==> src/design/lcg48_pkg.sv <==
// shared constants, operation codes and sequencer states for the 48-bit lcg generator
// no dependencies; imported by lcg48_random_generator, lcg48_checker and the testbench
package lcg48_pkg;

    localparam int STATE_W = 48;
    localparam int MULT_W  = 35;
    localparam int LANE_W  = 16;
    localparam int OP_W    = 3;
    localparam int BOUND_W = 31;
    localparam int VALUE_W = 64;
    localparam int STEP_W  = 5;

    localparam logic [MULT_W-1:0]  LCG_MULT = 35'h5DEECE66D;
    localparam logic [STATE_W-1:0] LCG_INCR = 48'hB;

    localparam logic [OP_W-1:0] OP_INT     = 3'd0;
    localparam logic [OP_W-1:0] OP_BOUNDED = 3'd1;
    localparam logic [OP_W-1:0] OP_LONG    = 3'd2;
    localparam logic [OP_W-1:0] OP_BOOL    = 3'd3;
    localparam logic [OP_W-1:0] OP_FLOAT   = 3'd4;
    localparam logic [OP_W-1:0] OP_DOUBLE  = 3'd5;

    typedef enum logic [2:0] {
        ST_IDLE,
        ST_MUL,
        ST_EVAL,
        ST_DIV,
        ST_CHECK,
        ST_DONE
    } seq_state_t;

endpackage

==> src/design/lcg48_random_generator.sv <==
// top level of the 48-bit linear congruential random generator
// depends on lcg48_pkg for constants, operation codes and sequencer states
//
// Each request word selects one operation (int, bounded int, long, boolean, float fraction
// or double fraction) and yields exactly one result word. The 48-bit state advances as
// state * 0x5DEECE66D + 0xB mod 2^48; the multiply is done by one 16 x 35 bit partial
// product unit, one 16-bit lane of the state at a time. Int, boolean and float requests
// take one draw, long and double take two. A bounded request with a power-of-two bound
// is scaled from one draw; any other bound runs a restoring divider one quotient bit per
// cycle after each draw, and every rejected draw is followed by a redraw, divide and
// check. Only one request is in flight: stall is held from acceptance until the result
// word has been taken, and also while a seed write is on offer. Unused op codes return 0
// in the cycle after acceptance and leave the state alone. Writing the seed reloads the
// state with (seed xor 0x5DEECE66D) on the low 48 bits; cfg_ready is high only
// while idle.
module lcg48_random_generator (
    input  logic                          clk,
    input  logic                          rst_n,
    input  logic                          in_valid,
    output logic                          in_stall,
    input  logic [lcg48_pkg::OP_W-1:0]    op,
    input  logic [lcg48_pkg::BOUND_W-1:0] bound,
    output logic                          out_valid,
    input  logic                          out_stall,
    output logic signed [lcg48_pkg::VALUE_W-1:0] value,
    input  logic                          cfg_valid,
    output logic                          cfg_ready,
    input  logic [63:0]                   seed
);
    import lcg48_pkg::*;

    // sequencer and datapath registers
    seq_state_t           st_reg, st_next;
    logic [STATE_W-1:0]   lcg_reg, lcg_next;
    logic [STATE_W-1:0]   acc_reg, acc_next;
    logic [1:0]           cnt_reg, cnt_next;
    logic [OP_W-1:0]      op_reg, op_next;
    logic [BOUND_W-1:0]   bound_reg, bound_next;
    logic                 second_reg, second_next;
    logic [31:0]          first_reg, first_next;
    logic [BOUND_W-1:0]   rem_reg, rem_next;
    logic [BOUND_W-1:0]   dvd_reg, dvd_next;
    logic [STEP_W-1:0]    step_reg, step_next;
    logic [VALUE_W-1:0]   value_reg, value_next;

    // helper signals
    logic                 in_take;
    logic                 cfg_take;
    logic [LANE_W-1:0]    lane;
    logic [LANE_W+MULT_W-1:0] prod;
    logic [STATE_W-1:0]   part;
    logic [STATE_W-1:0]   acc_sum;
    logic [31:0]          d32;
    logic [BOUND_W-1:0]   d31;
    logic                 pow2;
    logic [2*BOUND_W-1:0] scaled;
    logic [BOUND_W:0]     shifted;
    logic [BOUND_W:0]     trial;
    logic [31:0]          accept_chk;

    assign in_stall  = (st_reg != ST_IDLE) | cfg_valid;
    assign cfg_ready = (st_reg == ST_IDLE);
    assign in_take   = in_valid & ~in_stall;
    assign cfg_take  = cfg_valid & cfg_ready;
    assign out_valid = (st_reg == ST_DONE);
    assign value     = value_reg;

    // draws taken from the freshly advanced state
    assign d32 = lcg_reg[STATE_W-1 -: 32];
    assign d31 = lcg_reg[STATE_W-1 -: BOUND_W];

    // one 16-bit lane of the state times the multiplier, placed at its lane offset
    always_comb
    begin
        case (cnt_reg)
            2'd0:    lane = lcg_reg[LANE_W-1:0];
            2'd1:    lane = lcg_reg[2*LANE_W-1:LANE_W];
            2'd2:    lane = lcg_reg[3*LANE_W-1:2*LANE_W];
            default: lane = '0;
        endcase
    end

    assign prod = {{MULT_W{1'b0}}, lane} * {{LANE_W{1'b0}}, LCG_MULT};

    always_comb
    begin
        case (cnt_reg)
            2'd0:    part = prod[STATE_W-1:0];
            2'd1:    part = {prod[STATE_W-LANE_W-1:0], {LANE_W{1'b0}}};
            2'd2:    part = {prod[STATE_W-2*LANE_W-1:0], {(2*LANE_W){1'b0}}};
            default: part = '0;
        endcase
    end

    assign acc_sum = acc_reg + part;

    // bounded int: power-of-two test, fast-path scaling, divider step and rejection test
    assign pow2    = ((bound_reg & (~bound_reg + BOUND_W'(1))) == bound_reg);
    assign scaled  = {{BOUND_W{1'b0}}, bound_reg} * {{BOUND_W{1'b0}}, d31};
    assign shifted = {rem_reg, dvd_reg[BOUND_W-1]};
    assign trial   = shifted - {1'b0, bound_reg};
    assign accept_chk = {1'b0, d31} - {1'b0, rem_reg} + {1'b0, bound_reg} - 32'd1;

    // next state
    always_comb
    begin
        st_next = st_reg;
        case (st_reg)
            ST_IDLE:
            begin
                if (in_take)
                begin
                    if (op <= OP_DOUBLE)
                        st_next = ST_MUL;
                    else
                        st_next = ST_DONE;
                end
            end
            ST_MUL:
            begin
                if (cnt_reg == 2'd2)
                    st_next = ST_EVAL;
            end
            ST_EVAL:
            begin
                case (op_reg)
                    OP_LONG, OP_DOUBLE:
                        st_next = second_reg ? ST_DONE : ST_MUL;
                    OP_BOUNDED:
                        st_next = pow2 ? ST_DONE : ST_DIV;
                    default:
                        st_next = ST_DONE;
                endcase
            end
            ST_DIV:
            begin
                if (step_reg == STEP_W'(BOUND_W - 1))
                    st_next = ST_CHECK;
            end
            ST_CHECK:
            begin
                st_next = accept_chk[31] ? ST_MUL : ST_DONE;
            end
            ST_DONE:
            begin
                if (!out_stall)
                    st_next = ST_IDLE;
            end
            default:
                st_next = ST_IDLE;
        endcase
    end

    // datapath updates
    always_comb
    begin
        lcg_next    = lcg_reg;
        acc_next    = acc_reg;
        cnt_next    = cnt_reg;
        op_next     = op_reg;
        bound_next  = bound_reg;
        second_next = second_reg;
        first_next  = first_reg;
        rem_next    = rem_reg;
        dvd_next    = dvd_reg;
        step_next   = step_reg;
        value_next  = value_reg;
        case (st_reg)
            ST_IDLE:
            begin
                if (cfg_take)
                    lcg_next = seed[STATE_W-1:0] ^ {{(STATE_W-MULT_W){1'b0}}, LCG_MULT};
                if (in_take)
                begin
                    op_next     = op;
                    bound_next  = bound;
                    second_next = 1'b0;
                    acc_next    = LCG_INCR;
                    cnt_next    = 2'd0;
                    value_next  = '0;
                end
            end
            ST_MUL:
            begin
                acc_next = acc_sum;
                cnt_next = cnt_reg + 2'd1;
                if (cnt_reg == 2'd2)
                    lcg_next = acc_sum;
            end
            ST_EVAL:
            begin
                case (op_reg)
                    OP_INT:
                        value_next = {{32{d32[31]}}, d32};
                    OP_LONG:
                    begin
                        if (!second_reg)
                        begin
                            first_next  = d32;
                            second_next = 1'b1;
                            acc_next    = LCG_INCR;
                            cnt_next    = 2'd0;
                        end
                        else
                            // sign-extended low word folds into the high word as a borrow
                            value_next = {first_reg - {31'd0, d32[31]}, d32};
                    end
                    OP_BOOL:
                        value_next = {{(VALUE_W-1){1'b0}}, lcg_reg[STATE_W-1]};
                    OP_FLOAT:
                        value_next = {{(VALUE_W-24){1'b0}}, lcg_reg[STATE_W-1 -: 24]};
                    OP_DOUBLE:
                    begin
                        if (!second_reg)
                        begin
                            first_next  = {6'd0, lcg_reg[STATE_W-1 -: 26]};
                            second_next = 1'b1;
                            acc_next    = LCG_INCR;
                            cnt_next    = 2'd0;
                        end
                        else
                            value_next = {11'd0, first_reg[25:0], lcg_reg[STATE_W-1 -: 27]};
                    end
                    OP_BOUNDED:
                    begin
                        if (pow2)
                            value_next = {{(VALUE_W-BOUND_W){1'b0}},
                                          scaled[2*BOUND_W-1:BOUND_W]};
                        else
                        begin
                            rem_next  = '0;
                            dvd_next  = d31;
                            step_next = '0;
                        end
                    end
                    default:
                        value_next = '0;
                endcase
            end
            ST_DIV:
            begin
                // restoring step, one remainder bit per cycle
                if (!trial[BOUND_W])
                    rem_next = trial[BOUND_W-1:0];
                else
                    rem_next = shifted[BOUND_W-1:0];
                dvd_next  = {dvd_reg[BOUND_W-2:0], 1'b0};
                step_next = step_reg + STEP_W'(1);
            end
            ST_CHECK:
            begin
                if (accept_chk[31])
                begin
                    acc_next = LCG_INCR;
                    cnt_next = 2'd0;
                end
                else
                    value_next = {{(VALUE_W-BOUND_W){1'b0}}, rem_reg};
            end
            default:
            begin
            end
        endcase
    end

    // control state and generator state
    always_ff @(posedge clk or negedge rst_n)
    begin
        if (!rst_n)
        begin
            st_reg  <= ST_IDLE;
            lcg_reg <= {{(STATE_W-MULT_W){1'b0}}, LCG_MULT};
        end
        else
        begin
            st_reg  <= st_next;
            lcg_reg <= lcg_next;
        end
    end

    // payload registers
    always_ff @(posedge clk)
    begin
        acc_reg    <= acc_next;
        cnt_reg    <= cnt_next;
        op_reg     <= op_next;
        bound_reg  <= bound_next;
        second_reg <= second_next;
        first_reg  <= first_next;
        rem_reg    <= rem_next;
        dvd_reg    <= dvd_next;
        step_reg   <= step_next;
        value_reg  <= value_next;
    end

endmodule

==> config.mk <==
export PLATFORM = sky130hd
export DESIGN_NAME = lcg48_random_generator
export DESIGN_NICKNAME = d
export VERILOG_FILES = /design/src/design/lcg48_pkg.sv /design/src/design/lcg48_random_generator.sv
export SDC_FILE = /design/constraint.sdc
export NUM_CORES = 2
export LEC_CHECK = 0
export BUFFER_PORTS_ARGS = -buffer_cell sky130_fd_sc_hd__buf_2
export CAP_MARGIN = 20
export CORE_MARGIN = 4
export CORE_UTILIZATION = 25
export DETAILED_ROUTE_END_ITERATION = 12
export MAX_ROUTING_LAYER = met4
export SLEW_MARGIN = 10
export SYNTH_ARGS = -nofsm -noshare
export SYNTH_HDL_FRONTEND = slang
export SYNTH_SLANG_ARGS = --single-unit
==> constraint.sdc <==
create_clock -name clk -period 12.3 [get_ports clk]
set_input_delay 1.845 -clock clk [delete_from_list [all_inputs] [get_ports clk]]
set_output_delay 1.845 -clock clk [all_outputs]
set_load 0.1 [all_outputs]
==> results.tsv <==
metric	value	unit
setup_viol	0	
fillCellCount	25200	
dp_hpwl	163000	µm
worstHoldPathType	flop to flop	
synthTopCellsByCount	inv_1 (1355), fa_1 (1092), nand2_1 (1030), ha_1 (530), nor2_1 (427)	
outcome	complete, no violations	
layout.nets	8250	
skew	0.0591	ns
wl_met2	98600	µm
die_w	495	µm
seqCellArea	8760	µm²
relSlewSlack	16.7	%
cts_max_level	2	
crit_path_end	lcg_reg[46]$_DFFE_PN0P_	
ctsResizeCount	0	
r2r-end	lcg_reg[46]$_DFFE_PN0P_	
synthCells	6558	
area_growth	9.71	%
avgSynthCellArea	9.04	µm²
syn-cell-area	59300	µm²
tns	0	ns
crit_arrival	11.81	ns
drv_cap	0	
async_flop_share	17.1	%
wl_met1	85200	µm
largest_reg_flops	64	
dr.max_layer_used	met4	
synth_area_leaders	fa_1 (37%), edfxtp_1 (13%), ha_1 (11%)	
grt_pass1_wl	319000	µm
fp.coreArea	236000	µm²
critPathLaunch	cnt_reg[0]$_SDFFCE_PN0P_	
end_kind	flop	
synth_area_leader_cell	fa_1	
cp_slowest_cell	a222oi_1	
yosysSeqAreaShare	14.8	%
io_pins	170	
cts_setup_buffers	0	
numCtsBuffers	39	
postCtsHoldBufs	0	
clock_latency	0.66	ns
grt_pass1_vias	50100	
gp_congestion	0.974	
worstPathMaxFanout	18	
fin_crit_sh	91.5	%
cts_root_buf	clkbuf_16	
cts_tree	yes	
die_area	245000	µm²
grt-ovfl-total	0	
tightest_slew	1.25	ns
cts.clk_slew.worst_paths	0.06	ns
multiInputGateArea	44200	µm²
fmax	0.0889	GHz
drc	0	
final_max_slew_viol_count	0	
postRouteWirelength	211000	µm
num_vias	47500	
wl_met3	17500	µm
hold_viol	0	
yosysMostFrequentCell	inv_1	
worst_r2r_path_depth	34	
max-clock-path-buffers	3	
rrSetupSlack	1.05	ns
path_class	flop to flop	
synth_top_area_share	36.9	%
worstSetupStartpointType	flop	
yosys_warnings	0	
period_needed	11.25	ns
initial_utilization	25.2	%
required	12.86	ns
synth_ff_type	edfxtp_1	
first_pass_iters	6	
vias_per_cell	4.89	
drtAntennaViolNets	0	
slowest_delay	1.05	ns
rr_startpoint	cnt_reg[0]$_SDFFCE_PN0P_	
synth_edf_count	248	
rows	178	
synth_fp_nets	8283	
dieHeight	495	µm
grt_start_max_net_pins	83	
synth_cell_types	80	
port_buffers	153	
drtIter0Drc	4608	
cts_sinks	299	
antenna_found_initial	3	
routedWlPerCell	21.7	µm
rsz0062_at_grt	false	
synth-seq-cells	299	
drive_gt1_share	6.70	%
grt.total_usage	17.7	%
worst min-delay path by stage:
stage | startpoint | to | cells past startpoint
2_1_floorplan | lcg_reg[11]$_DFFE_PN0P_ | lcg_reg[11]$_DFFE_PN0P_ | 2
6_report | lcg_reg[7]$_DFFE_PN0P_ | lcg_reg[7]$_DFFE_PN0P_ | 2
3_3_place_gp | lcg_reg[7]$_DFFE_PN0P_ | lcg_reg[7]$_DFFE_PN0P_ | 2
3_5_place_dp | lcg_reg[7]$_DFFE_PN0P_ | lcg_reg[7]$_DFFE_PN0P_ | 2
4_1_cts | lcg_reg[7]$_DFFE_PN0P_ | lcg_reg[7]$_DFFE_PN0P_ | 2
5_1_grt | lcg_reg[7]$_DFFE_PN0P_ | lcg_reg[7]$_DFFE_PN0P_ | 2
cells by family after synthesis:
kind of cell,count (synthesis),synth area share (%)
compound gates,856,9.36
xor+xnor,174,2.60
fa+ha+maj,1624,48.1
buf+inv,1703,10.8
flops,299,14.8
mux,81,1.44
simple gates,1821,12.9
through the flow:
step	hold slack [ns]	setup WS, ns	utilization (%)	area [µm²]	instances
floorplan	0.449	3.41	-	59300	6558
global placement	0.467	1.25	27.0	63600	9631
detailed placement	0.471	1.26	27.0	63600	9631
CTS	0.485	1.20	27.6	65000	9703
global route	0.499	0.457	27.6	65100	9708
finish	0.488	1.05	27.6	65100	9709
worst max-delay path: cells and delay by family, from the launching register on:
kind | cells | cell delay [ns]
buffers and inverters | 5 | 0.40
xor gates and xnor gates | 2 | 0.61
and+or+nand+nor | 6 | 1.21
AOI/OAI and AO/OA | 12 | 4.27
adders and majority gates | 9 | 4.24
DFF | 1 | 0.41
metal layers:
| layer | up-vias | global-route usage (%) |
|---|---|---|
| met5 | - | - |
| met4 | 0 | 6.55 |
| met3 | 465 | 2.90 |
| met2 | 2135 | 28.3 |
| met1 | 24400 | 22.6 |
| li1 | 20500 | - |
final cells by class:
class	instances	share of cell area [%]
Tap cell	3150	6.06
Sequential cell	299	13.5
Antenna cell	3	0.0115
Clock buffer	44	1.53
Clock inverter	28	0.612
Inverter	1360	7.85
Multi-Input combinational cell	4556	67.9
Timing Repair Buffer	269	2.55
cell usage in the layout (no fill, tap or decap), types with 10 or more instances in the layout:
| master | count |
|---|---|
| a211oi_1 | 20 |
| a21o_1 | 96 |
| a21oi_1 | 232 |
| a221oi_1 | 29 |
| a222oi_1 | 20 |
| a22oi_1 | 28 |
| a31o_2 | 10 |
| a31oi_1 | 29 |
| and2_1 | 59 |
| and3_1 | 26 |
| buf_2 | 153 |
| buf_4 | 113 |
| clkbuf_16 | 39 |
| dfrtp_1 | 24 |
| dfstp_2 | 23 |
| edfxtp_1 | 248 |
| fa_1 | 1092 |
| ha_1 | 530 |
| inv_1 | 1355 |
| mux2_2 | 34 |
| mux2i_1 | 46 |
| nand2_1 | 1028 |
| nand2b_1 | 30 |
| nand3_1 | 48 |
| nand4_1 | 48 |
| nor2_1 | 422 |
| nor2b_1 | 29 |
| nor3_1 | 54 |
| nor4_1 | 13 |
| o211ai_1 | 11 |
| o21a_1 | 31 |
| o21ai_0 | 187 |
| o21ai_1 | 18 |
| o21bai_1 | 25 |
| o22ai_1 | 11 |
| o31ai_1 | 11 |
| or3_1 | 16 |
| xnor2_1 | 98 |
| xor2_1 | 75 |
Power is left out: the tool's default activity adds up to more than one toggle a clock period on the data nets, which glitch-free logic cannot reach.
